### src/wss_pkg.sv
package wss_pkg;

    // Capture store and token geometry
    localparam int CAPTURE_DEPTH = 64;
    localparam int TOKEN_MAX     = 8;
    localparam int CNT_W         = $clog2(CAPTURE_DEPTH);
    localparam int RAM_DEPTH     = 2 * CAPTURE_DEPTH;
    localparam int RAM_AW        = CNT_W + 1;
    localparam int WIN_W         = 8 * TOKEN_MAX;
    localparam int TLEN_W        = 4;
    localparam int TBYTES_W      = 64;
    localparam int CMP_W         = CNT_W + TLEN_W;

    // Descriptor queue between front and back
    localparam int QUEUE_DEPTH   = 2;
    localparam int QPTR_W        = 1;
    localparam int QCNT_W        = 2;

    // Configuration register indexes
    localparam int CFG_IDX_W = 1;
    localparam logic [CFG_IDX_W-1:0] REG_TOKEN_LENGTH = 1'd0;
    localparam logic [CFG_IDX_W-1:0] REG_TOKEN_BYTES  = 1'd1;

    // Marker text and printable range
    localparam logic [7:0] MARKER [4] = '{8'h40, 8'h28, 8'h23, 8'h29};
    localparam logic [7:0] PRINT_LO = 8'h20;
    localparam logic [7:0] PRINT_HI = 8'h7E;

    // One finished string waiting to be drained
    typedef struct packed {
        logic [CNT_W-1:0] len;
        logic             bank;
    } t_str_desc;

    // Front status seen by the top level
    typedef struct packed {
        logic              capturing;
        logic [QCNT_W-1:0] outstanding;
    } t_front_stat;

endpackage

### src/wss_ifs.sv
interface wss_in_if;
    logic       valid;
    logic       ready;
    logic [7:0] data_byte;

    modport source (output valid, output data_byte, input ready);
    modport sink   (input valid, input data_byte, output ready);
endinterface

interface wss_out_if;
    logic       valid;
    logic       ready;
    logic [7:0] text_byte;
    logic       byte_valid;
    logic       last_of_string;

    modport source (output valid, output text_byte, output byte_valid,
                    output last_of_string, input ready);
    modport sink   (input valid, input text_byte, input byte_valid,
                    input last_of_string, output ready);
endinterface

interface wss_cfg_if;
    logic                           valid;
    logic                           ready;
    logic [wss_pkg::CFG_IDX_W-1:0]  reg_index;
    logic [wss_pkg::TBYTES_W-1:0]   wr_data;

    modport source (output valid, output reg_index, output wr_data, input ready);
    modport sink   (input valid, input reg_index, input wr_data, output ready);
endinterface

### src/wss_ram.sv
module wss_ram #(
    parameter int WIDTH = 8,
    parameter int DEPTH = 128
) (
    input  logic                     i_clk,
    input  logic                     i_wr_en,
    input  logic [$clog2(DEPTH)-1:0] i_wr_addr,
    input  logic [WIDTH-1:0]         i_wr_data,
    input  logic                     i_rd_en,
    input  logic [$clog2(DEPTH)-1:0] i_rd_addr,
    output logic [WIDTH-1:0]         o_rd_data
);

    logic [WIDTH-1:0] r_mem [DEPTH];
    logic [WIDTH-1:0] r_rd_data;

    // One write port and one registered read port.
    always_ff @(posedge i_clk) begin
        if (i_wr_en) begin
            r_mem[i_wr_addr] <= i_wr_data;
        end
        if (i_rd_en) begin
            r_rd_data <= r_mem[i_rd_addr];
        end
    end

    assign o_rd_data = r_rd_data;

endmodule

### src/wss_front.sv
module wss_front (
    input  logic                                 i_clk,
    input  logic                                 i_rst_n,
    wss_in_if.sink                               i_data,
    wss_cfg_if.sink                              i_cfg,
    output logic                                 o_push,
    output wss_pkg::t_str_desc                   o_desc,
    input  logic                                 i_str_done,
    output logic                                 o_wr_en,
    output logic [wss_pkg::RAM_AW-1:0]           o_wr_addr,
    output logic [7:0]                           o_wr_data,
    output wss_pkg::t_front_stat                 o_stat
);

    logic [wss_pkg::TLEN_W-1:0]   r_token_length;
    logic [wss_pkg::TBYTES_W-1:0] r_token_bytes;
    logic                         r_capturing, n_capturing;
    logic [1:0]                   r_marker_pos, n_marker_pos;
    logic [wss_pkg::CNT_W-1:0]    r_count, n_count;
    logic [wss_pkg::WIN_W-1:0]    r_window, n_window;
    logic                         r_seen, n_seen;
    logic                         r_bank, n_bank;
    logic [wss_pkg::QCNT_W-1:0]   r_outstanding, n_outstanding;

    logic                         ready;
    logic                         accept;
    logic [7:0]                   b;
    logic                         printable;
    logic [wss_pkg::TLEN_W-1:0]   len_eff;
    logic [wss_pkg::WIN_W-1:0]    win_next;
    logic [wss_pkg::CNT_W-1:0]    cnt_next;
    logic                         hit;
    logic                         push;
    logic                         wr_en;

    // Configuration is always taken.
    assign i_cfg.ready = 1'b1;

    always_ff @(posedge i_clk) begin
        if (!i_rst_n) begin
            r_token_length <= '0;
            r_token_bytes  <= '0;
        end else if (i_cfg.valid) begin
            case (i_cfg.reg_index)
                wss_pkg::REG_TOKEN_LENGTH: r_token_length <= i_cfg.wr_data[wss_pkg::TLEN_W-1:0];
                wss_pkg::REG_TOKEN_BYTES:  r_token_bytes  <= i_cfg.wr_data;
                default: ;
            endcase
        end
    end

    // Searching never touches the store, so it only stalls while capturing
    // with both store banks still waiting to drain.
    assign ready         = (r_outstanding < wss_pkg::QCNT_W'(wss_pkg::QUEUE_DEPTH)) || !r_capturing;
    assign i_data.ready  = ready;
    assign accept        = i_data.valid && ready;
    assign b             = i_data.data_byte;

    // Token length saturates at the token window size.
    assign len_eff = (r_token_length > wss_pkg::TLEN_W'(wss_pkg::TOKEN_MAX)) ?
                     wss_pkg::TLEN_W'(wss_pkg::TOKEN_MAX) : r_token_length;

    assign win_next = (r_window << 8) | wss_pkg::WIN_W'(b);
    assign cnt_next = r_count + 1'b1;

    // Compare the newest window against the token for every possible length.
    always_comb begin
        logic m;
        hit = 1'b0;
        for (int l = 1; l <= wss_pkg::TOKEN_MAX; l++) begin
            m = 1'b1;
            for (int i = 0; i < l; i++) begin
                if (win_next[8*(l-1-i) +: 8] != r_token_bytes[8*i +: 8]) begin
                    m = 1'b0;
                end
            end
            if (len_eff == wss_pkg::TLEN_W'(l) && m &&
                wss_pkg::CMP_W'(cnt_next) >= wss_pkg::CMP_W'(len_eff)) begin
                hit = 1'b1;
            end
        end
    end

    // Scan state update for one accepted byte.
    always_comb begin
        n_capturing  = r_capturing;
        n_marker_pos = r_marker_pos;
        n_count      = r_count;
        n_window     = r_window;
        n_seen       = r_seen;
        n_bank       = r_bank;
        push         = 1'b0;
        wr_en        = 1'b0;
        printable    = b inside {[wss_pkg::PRINT_LO:wss_pkg::PRINT_HI]};
        if (accept) begin
            if (!r_capturing) begin
                if (b == wss_pkg::MARKER[r_marker_pos]) begin
                    if (r_marker_pos == 2'd3) begin
                        n_marker_pos = '0;
                        n_capturing  = 1'b1;
                        n_count      = '0;
                        n_window     = '0;
                        n_seen       = 1'b0;
                    end else begin
                        n_marker_pos = r_marker_pos + 2'd1;
                    end
                end else begin
                    n_marker_pos = '0;
                end
            end else if (printable) begin
                if (r_count != wss_pkg::CNT_W'(wss_pkg::CAPTURE_DEPTH - 1)) begin
                    wr_en    = 1'b1;
                    n_count  = cnt_next;
                    n_window = win_next;
                    if (hit) begin
                        n_seen = 1'b1;
                    end
                end
            end else begin
                // A non-printable byte closes the string.
                n_capturing  = 1'b0;
                n_marker_pos = '0;
                if (len_eff == '0 || r_seen) begin
                    push   = 1'b1;
                    n_bank = ~r_bank;
                end
            end
        end
    end

    // Strings handed to the back and not yet fully delivered.
    always_comb begin
        case ({push, i_str_done})
            2'b10:   n_outstanding = r_outstanding + 1'b1;
            2'b01:   n_outstanding = r_outstanding - 1'b1;
            default: n_outstanding = r_outstanding;
        endcase
    end

    always_ff @(posedge i_clk) begin
        if (!i_rst_n) begin
            r_capturing   <= 1'b0;
            r_marker_pos  <= '0;
            r_count       <= '0;
            r_window      <= '0;
            r_seen        <= 1'b0;
            r_bank        <= 1'b0;
            r_outstanding <= '0;
        end else begin
            r_capturing   <= n_capturing;
            r_marker_pos  <= n_marker_pos;
            r_count       <= n_count;
            r_window      <= n_window;
            r_seen        <= n_seen;
            r_bank        <= n_bank;
            r_outstanding <= n_outstanding;
        end
    end

    assign o_push           = push;
    assign o_desc.len       = r_count;
    assign o_desc.bank      = r_bank;
    assign o_wr_en          = wr_en;
    assign o_wr_addr        = {r_bank, r_count};
    assign o_wr_data        = b;
    assign o_stat.capturing   = r_capturing;
    assign o_stat.outstanding = r_outstanding;

endmodule

### src/wss_queue.sv
module wss_queue (
    input  logic                        i_clk,
    input  logic                        i_rst_n,
    input  logic                        i_push,
    input  wss_pkg::t_str_desc          i_desc,
    input  logic                        i_pop,
    output logic                        o_valid,
    output wss_pkg::t_str_desc          o_head,
    output logic [wss_pkg::QCNT_W-1:0]  o_count
);

    wss_pkg::t_str_desc                r_mem [wss_pkg::QUEUE_DEPTH];
    logic [wss_pkg::QPTR_W-1:0]        r_wp;
    logic [wss_pkg::QPTR_W-1:0]        r_rp;
    logic [wss_pkg::QCNT_W-1:0]        r_count;

    // Entry storage
    always_ff @(posedge i_clk) begin
        if (i_push) begin
            r_mem[r_wp] <= i_desc;
        end
    end

    // Pointers and fill level
    always_ff @(posedge i_clk) begin
        if (!i_rst_n) begin
            r_wp    <= '0;
            r_rp    <= '0;
            r_count <= '0;
        end else begin
            if (i_push) begin
                r_wp <= r_wp + 1'b1;
            end
            if (i_pop) begin
                r_rp <= r_rp + 1'b1;
            end
            case ({i_push, i_pop})
                2'b10:   r_count <= r_count + 1'b1;
                2'b01:   r_count <= r_count - 1'b1;
                default: r_count <= r_count;
            endcase
        end
    end

    assign o_valid = (r_count != '0);
    assign o_head  = r_mem[r_rp];
    assign o_count = r_count;

endmodule

### src/wss_back.sv
module wss_back (
    input  logic                        i_clk,
    input  logic                        i_rst_n,
    input  logic                        i_q_valid,
    input  wss_pkg::t_str_desc          i_q_desc,
    output logic                        o_pop,
    output logic                        o_rd_en,
    output logic [wss_pkg::RAM_AW-1:0]  o_rd_addr,
    input  logic [7:0]                  i_rd_data,
    output logic                        o_str_done,
    wss_out_if.source                   o_text
);

    typedef enum logic [1:0] {
        ST_IDLE,
        ST_LOAD,
        ST_OUT
    } t_state;

    t_state                    r_state;
    logic                      r_bank;
    logic [wss_pkg::CNT_W-1:0] r_len;
    logic [wss_pkg::CNT_W-1:0] r_idx;
    logic                      r_valid;
    logic [7:0]                r_byte;
    logic                      r_bvalid;
    logic                      r_last;

    logic                      pop;
    logic                      take;

    // Read requests: the first byte at pop, later ones as each result leaves.
    assign pop        = (r_state == ST_IDLE) && i_q_valid;
    assign take       = (r_state == ST_OUT) && o_text.ready;
    assign o_pop      = pop;
    assign o_rd_en    = (pop && i_q_desc.len != '0) || (take && !r_last);
    assign o_rd_addr  = pop ? {i_q_desc.bank, wss_pkg::CNT_W'(0)} : {r_bank, r_idx};
    assign o_str_done = take && r_last;

    // Drain sequencer and output register.
    always_ff @(posedge i_clk) begin
        if (!i_rst_n) begin
            r_state <= ST_IDLE;
            r_valid <= 1'b0;
        end else begin
            case (r_state)
                ST_IDLE: begin
                    if (i_q_valid) begin
                        r_bank <= i_q_desc.bank;
                        r_len  <= i_q_desc.len;
                        if (i_q_desc.len == '0) begin
                            // Empty string: one result with no character.
                            r_byte   <= '0;
                            r_bvalid <= 1'b0;
                            r_last   <= 1'b1;
                            r_valid  <= 1'b1;
                            r_state  <= ST_OUT;
                        end else begin
                            r_idx   <= wss_pkg::CNT_W'(1);
                            r_state <= ST_LOAD;
                        end
                    end
                end
                ST_LOAD: begin
                    r_byte   <= i_rd_data;
                    r_bvalid <= 1'b1;
                    r_last   <= (r_idx == r_len);
                    r_valid  <= 1'b1;
                    r_state  <= ST_OUT;
                end
                ST_OUT: begin
                    if (o_text.ready) begin
                        r_valid <= 1'b0;
                        if (r_last) begin
                            r_state <= ST_IDLE;
                        end else begin
                            r_idx   <= r_idx + 1'b1;
                            r_state <= ST_LOAD;
                        end
                    end
                end
                default: begin
                    r_state <= ST_IDLE;
                    r_valid <= 1'b0;
                end
            endcase
        end
    end

    assign o_text.valid          = r_valid;
    assign o_text.text_byte      = r_byte;
    assign o_text.byte_valid     = r_bvalid;
    assign o_text.last_of_string = r_last;

endmodule

### src/what_string_scanner_core.sv
// Channel    Dir   Transaction
// i_data     in    one raw image byte (data_byte)
// o_text     out   one string result (text_byte, byte_valid, last_of_string)
// i_cfg      in    register write (reg_index, wr_data); always ready
//
// Input: one byte per cycle; while a string is being captured and two finished
// strings still wait in the store banks, i_data.ready drops until one drains.
// Output: a character result goes through a registered store read, then the
// output register, after a descriptor fetch per string; o_text stalls hold it.
// Reset is synchronous, active low; the capture store needs no clearing.
module what_string_scanner_core (
    input  logic       i_clk,
    input  logic       i_rst_n,
    wss_in_if.sink     i_data,
    wss_out_if.source  o_text,
    wss_cfg_if.sink    i_cfg
);

    logic                             push;
    wss_pkg::t_str_desc               push_desc;
    logic                             str_done;
    logic                             wr_en;
    logic [wss_pkg::RAM_AW-1:0]       wr_addr;
    logic [7:0]                       wr_data;
    wss_pkg::t_front_stat             fstat;
    logic                             q_valid;
    wss_pkg::t_str_desc               q_head;
    logic [wss_pkg::QCNT_W-1:0]       q_count;
    logic                             pop;
    logic                             rd_en;
    logic [wss_pkg::RAM_AW-1:0]       rd_addr;
    logic [7:0]                       rd_data;

    // Marker search, capture and token filter
    wss_front u_front (
        .i_clk      (i_clk),
        .i_rst_n    (i_rst_n),
        .i_data     (i_data),
        .i_cfg      (i_cfg),
        .o_push     (push),
        .o_desc     (push_desc),
        .i_str_done (str_done),
        .o_wr_en    (wr_en),
        .o_wr_addr  (wr_addr),
        .o_wr_data  (wr_data),
        .o_stat     (fstat)
    );

    // Two capture banks, one filling while the other drains
    wss_ram #(
        .WIDTH (8),
        .DEPTH (wss_pkg::RAM_DEPTH)
    ) u_store (
        .i_clk     (i_clk),
        .i_wr_en   (wr_en),
        .i_wr_addr (wr_addr),
        .i_wr_data (wr_data),
        .i_rd_en   (rd_en),
        .i_rd_addr (rd_addr),
        .o_rd_data (rd_data)
    );

    // Finished string descriptors
    wss_queue u_queue (
        .i_clk   (i_clk),
        .i_rst_n (i_rst_n),
        .i_push  (push),
        .i_desc  (push_desc),
        .i_pop   (pop),
        .o_valid (q_valid),
        .o_head  (q_head),
        .o_count (q_count)
    );

    // String drain
    wss_back u_back (
        .i_clk      (i_clk),
        .i_rst_n    (i_rst_n),
        .i_q_valid  (q_valid),
        .i_q_desc   (q_head),
        .o_pop      (pop),
        .o_rd_en    (rd_en),
        .o_rd_addr  (rd_addr),
        .i_rd_data  (rd_data),
        .o_str_done (str_done),
        .o_text     (o_text)
    );

    // The descriptor queue never overflows.
    a_no_overflow: assert property (@(posedge i_clk) disable iff (!i_rst_n)
        push |-> (q_count != wss_pkg::QCNT_W'(wss_pkg::QUEUE_DEPTH)))
        else $error("descriptor queue overflow");

    // Queued strings are always counted as outstanding by the front.
    a_outstanding: assert property (@(posedge i_clk) disable iff (!i_rst_n)
        q_count <= fstat.outstanding)
        else $error("outstanding count below queue fill");

    // An empty-string result is always the end of its string.
    a_empty_last: assert property (@(posedge i_clk) disable iff (!i_rst_n)
        (o_text.valid && !o_text.byte_valid) |-> o_text.last_of_string)
        else $error("empty result without last marker");

    // After the last result of a string leaves, the output goes quiet.
    a_gap_after_last: assert property (@(posedge i_clk) disable iff (!i_rst_n)
        (o_text.valid && o_text.ready && o_text.last_of_string) |=> !o_text.valid)
        else $error("result right after end of string");

endmodule
### src/flat_wrapper.sv
// flat-port wrapper written by rule: the top's interface ports become plain ports
module what_string_scanner_core_flat 
  (i_clk, i_rst_n, i_data_valid, i_data_data_byte, i_data_ready, o_text_valid, o_text_text_byte, o_text_byte_valid, o_text_last_of_string, o_text_ready, i_cfg_valid, i_cfg_reg_index, i_cfg_wr_data, i_cfg_ready);
  wss_in_if i_data_i ();
  wss_out_if o_text_i ();
  wss_cfg_if i_cfg_i ();
  input  logic i_clk;
  input  logic i_rst_n;
  input wire logic [$bits(i_data_i.valid)-1:0] i_data_valid;
  input wire logic [$bits(i_data_i.data_byte)-1:0] i_data_data_byte;
  output wire logic [$bits(i_data_i.ready)-1:0] i_data_ready;
  output wire logic [$bits(o_text_i.valid)-1:0] o_text_valid;
  output wire logic [$bits(o_text_i.text_byte)-1:0] o_text_text_byte;
  output wire logic [$bits(o_text_i.byte_valid)-1:0] o_text_byte_valid;
  output wire logic [$bits(o_text_i.last_of_string)-1:0] o_text_last_of_string;
  input wire logic [$bits(o_text_i.ready)-1:0] o_text_ready;
  input wire logic [$bits(i_cfg_i.valid)-1:0] i_cfg_valid;
  input wire logic [$bits(i_cfg_i.reg_index)-1:0] i_cfg_reg_index;
  input wire logic [$bits(i_cfg_i.wr_data)-1:0] i_cfg_wr_data;
  output wire logic [$bits(i_cfg_i.ready)-1:0] i_cfg_ready;
  assign i_data_i.valid = i_data_valid;
  assign i_data_i.data_byte = i_data_data_byte;
  assign i_data_ready = i_data_i.ready;
  assign o_text_valid = o_text_i.valid;
  assign o_text_text_byte = o_text_i.text_byte;
  assign o_text_byte_valid = o_text_i.byte_valid;
  assign o_text_last_of_string = o_text_i.last_of_string;
  assign o_text_i.ready = o_text_ready;
  assign i_cfg_i.valid = i_cfg_valid;
  assign i_cfg_i.reg_index = i_cfg_reg_index;
  assign i_cfg_i.wr_data = i_cfg_wr_data;
  assign i_cfg_ready = i_cfg_i.ready;
  what_string_scanner_core u_core (.i_clk(i_clk), .i_rst_n(i_rst_n), .i_data(i_data_i), .o_text(o_text_i), .i_cfg(i_cfg_i));
endmodule
### config.mk
export PLATFORM = sky130hd
export DESIGN_NAME = what_string_scanner_core_flat
export DESIGN_NICKNAME = d
export VERILOG_FILES = /design/src/wss_pkg.sv /design/src/wss_ifs.sv /design/src/wss_ram.sv /design/src/wss_front.sv /design/src/wss_queue.sv /design/src/wss_back.sv /design/src/what_string_scanner_core.sv /design/src/flat_wrapper.sv
export SDC_FILE = /design/constraint.sdc
export NUM_CORES = 2
export LEC_CHECK = 0
export ABC_AREA = 1
export CORE_MARGIN = 5
export CORE_UTILIZATION = 40
export CTS_CLUSTER_DIAMETER = 200
export DETAILED_ROUTE_END_ITERATION = 16
export DONT_BUFFER_PORTS = 1
export PLACE_DENSITY = 0.56
export SYNTH_ARGS = -nofsm -noshare
export SYNTH_HDL_FRONTEND = slang
export SYNTH_HIERARCHICAL = 1
export SYNTH_SLANG_ARGS = --single-unit
### constraint.sdc
create_clock -name i_clk -period 2.3 [get_ports i_clk]
set_input_delay 0.345 -clock i_clk [delete_from_list [all_inputs] [get_ports i_clk]]
set_output_delay 0.345 -clock i_clk [all_outputs]
set_load 0.005 [all_outputs]
==> run summary <==
Per-cell routed wire length = 24.1 um
Worst-Margin Slew = 0.855 ns
Clock-pin slew on the worst setup and hold paths = 0.06 ns
DR vias/cell = 5.46
Area Overhead vs Synth = 21.6%
Overall Global Routing Usage = 25.4%
Yosys warnings = 6
Data required time of the critical path = 2.81 ns
Final Hold Vio Count = 0
# IOs = 91
CP endpoint kind = flop
Core area = 0.135 mm2
Setup TNS = -2.06 ns
Clock Latency Late Sink = 0.77 ns
Bufs on Longest Clock Path = 3
Largest net degree at the start of global routing = 131
GR Overflow Total = 0
Post-Synthesis Net Count = 5526
Crit path kind = reg -> reg
Root buffer cell = clkbuf_16
Register cell area after layout = 0.0350 mm2
CTS Sinks = 1214
Buffers on Ports = 0
CP Max Fanout = 14
Routed WL = 185 mm
Tightest Hold Check Type = in -> reg
Pwr dens = 1200 mW/mm2
Die footprint = 0.143 mm2
Cell count after synthesis = 5436
H-tree Lvls = 4
Total power = 78.9 mW
RSZ-0062 raised after global routing = true
Rel. slew slack = 43.0%
Layout cells sized above 1 = 15.8%
Failing checks = negative setup slack
CTS tree = built
Worst IR Drop VDD = 0.000869 V
Initial antenna violation count = 3
Status = finished, violations left
CP startpoint kind = flop
DRT iter0 DRCs = 4405
Die width = 378 um
Total number of vias = 41832
Starting Density = 40.1%
Post-layout util = 48.7%
Final period util = 113%
Footprint of the multi-input gates = 0.0171 mm2
Vias in the first global route = 40089
Fin. max-slew vios = 0
Clock Skew = 0.0284 ns
# diodes = 0
Data arrival, critical path = 3.10 ns
Leak = 25.0 nW
Row cnt = 135
Syn_area_per_cell = 9.95 um2
Minimum clock period = 2.60 ns
Max frequency = 385 MHz
DRC viols = 0
Num CTS Buffers = 133
Antenna Nets Post-Route = 0
Post-Syn Area = 0.0541 mm2
Die Y-Extent = 378 um
RD Place Congestion = 1.05
Pre-Repair DR Iteration Count = 6
Layout net count = 5882
Maxcap violations = 0
Post-route setup slack = -0.298 ns
Fillers = 12138
Global-route wire length before repair = 269 mm
Setup Viol. Count Final = 8
Hpwl dp = 114 mm
per-stage QoR:
stage / setup WS, ns / instances / instance area, um2 / hold slack (ns)
final: -0.298 / 7664 / 65700 / 0.0498
after global routing: -0.396 / 7664 / 65700 / 0.0734
after CTS: -0.247 / 7660 / 65400 / 0.00840
after detailed placement: -0.637 / 7310 / 58600 / 0.457
after global placement: -0.636 / 7310 / 58600 / 0.449
after floorplan: -0.213 / 5436 / 54100 / 0.436
power breakdown:
group | internal [mW] | total (mW) | leakage [nW] | switching [mW]
logic | 12.6 | 33.9 | 12.2 | 21.2
registers | 24.4 | 24.7 | 10.8 | 0.313
clock network | 11.5 | 20.3 | 1.98 | 8.85
layer usage:
metal | part of all wire (%) | routed length [um] | up-vias | track usage [%]
met5 | 0 | 0 | - | 0
met4 | 4.3 | 8000 | 0 | 10.3
met3 | 7.5 | 13800 | 425 | 4.17
met2 | 47 | 86900 | 1892 | 41.5
met1 | 41 | 76200 | 20274 | 34.1
li1 | - | - | 19241 | -
worst max-delay path, cell delays in order, from the launching register on:
cell,delay (ns)
dfxtp_2,0.34
nor2_4,0.12
buf_6,0.13
nand2_4,0.06
inv_6,0.08
nor2_4,0.04
buf_12,0.16
buf_8,0.17
bufbuf_16,0.30
nand2_1,0.06
nand3_1,0.07
nand3_1,0.12
nand3_2,0.14
nand2_1,0.11
nand2_1,0.09
nand3_1,0.12
nand2_2,0.09
nand2_2,0.08
nand2_1,0.06
what timing repair did:
| item | CTS | global route |
|---|---|---|
| hold buffers | 84 | 0 |
| setup buffers | 18 | 1 |
| cloned | 22 | 3 |
| resized for setup | 236 | 70 |
| endpoints found under the hold margin | 1124 | 0 |
| setup endpoints to repair | 8 | 294 |
| pin swaps | 61 | 9 |
path summary, 6_finish.rpt:
kind	startpoint	end	slack [ns]	cells after the start
min	i_cfg_valid	u_core/u_front/r_token_bytes[59]	0.05	2
min reg2reg	u_core/u_front/r_seen	u_core/u_front/r_seen	0.47	2
max	u_core/u_back/r_state[0]	u_core/u_store/o_rd_data[3]	-0.30	18
max reg2reg	u_core/u_back/r_state[0]	u_core/u_store/o_rd_data[3]	-0.30	18
registers in the layout, summed over array words and instances (netlist names), 2 cells and up, named ones only:
name and flops:
u_core/u_back/o_text.text_byte 8, u_core/u_back/r_idx 6, u_core/u_back/r_len 6, u_core/u_back/r_state 2
u_core/u_front/r_count 6, u_core/u_front/r_marker_pos 2, u_core/u_front/r_outstanding 2, u_core/u_front/r_token_bytes 64
u_core/u_front/r_token_length 4, u_core/u_front/r_window 56, u_core/u_queue/o_count 2, u_core/u_queue/r_mem 14
u_core/u_store/o_rd_data 8, u_core/u_store/r_mem 1024
final cells by class:
class	instances	share of cell area [%]
multi-input combinational	3633	26.1
tap	1781	3.39
timing repair inverter	3	0.0476
clock buffer	171	5.37
clock inverter	55	0.847
inverter	240	1.44
timing repair buffer	567	9.60
sequential	1214	53.2
layout by cell type (no fill, tap or decap), types with 12 or more instances in the layout:
cell and n:
nor2_1 319, buf_4 349, nand4_1 30, clkbuf_16 137
nor3_1 19, buf_6 29, inv_2 17, o22ai_1 29
a21oi_1 141, buf_16 26, buf_12 70, nor2_2 23
nand2_2 57, dlygate4sd3_1 75, ha_1 12, nand3_1 864
a211oi_1 42, clkinv_1 17, edfxtp_1 1069, inv_1 217
nand3_2 88, a211oi_2 17, xnor2_1 45, dfxtp_1 142
clkbuf_1 34, bufbuf_16 12, o21ai_0 121, xor2_1 13
nand2_1 1754, nand2_4 24, clkinv_2 14
(Power assumes the default switching activity.)
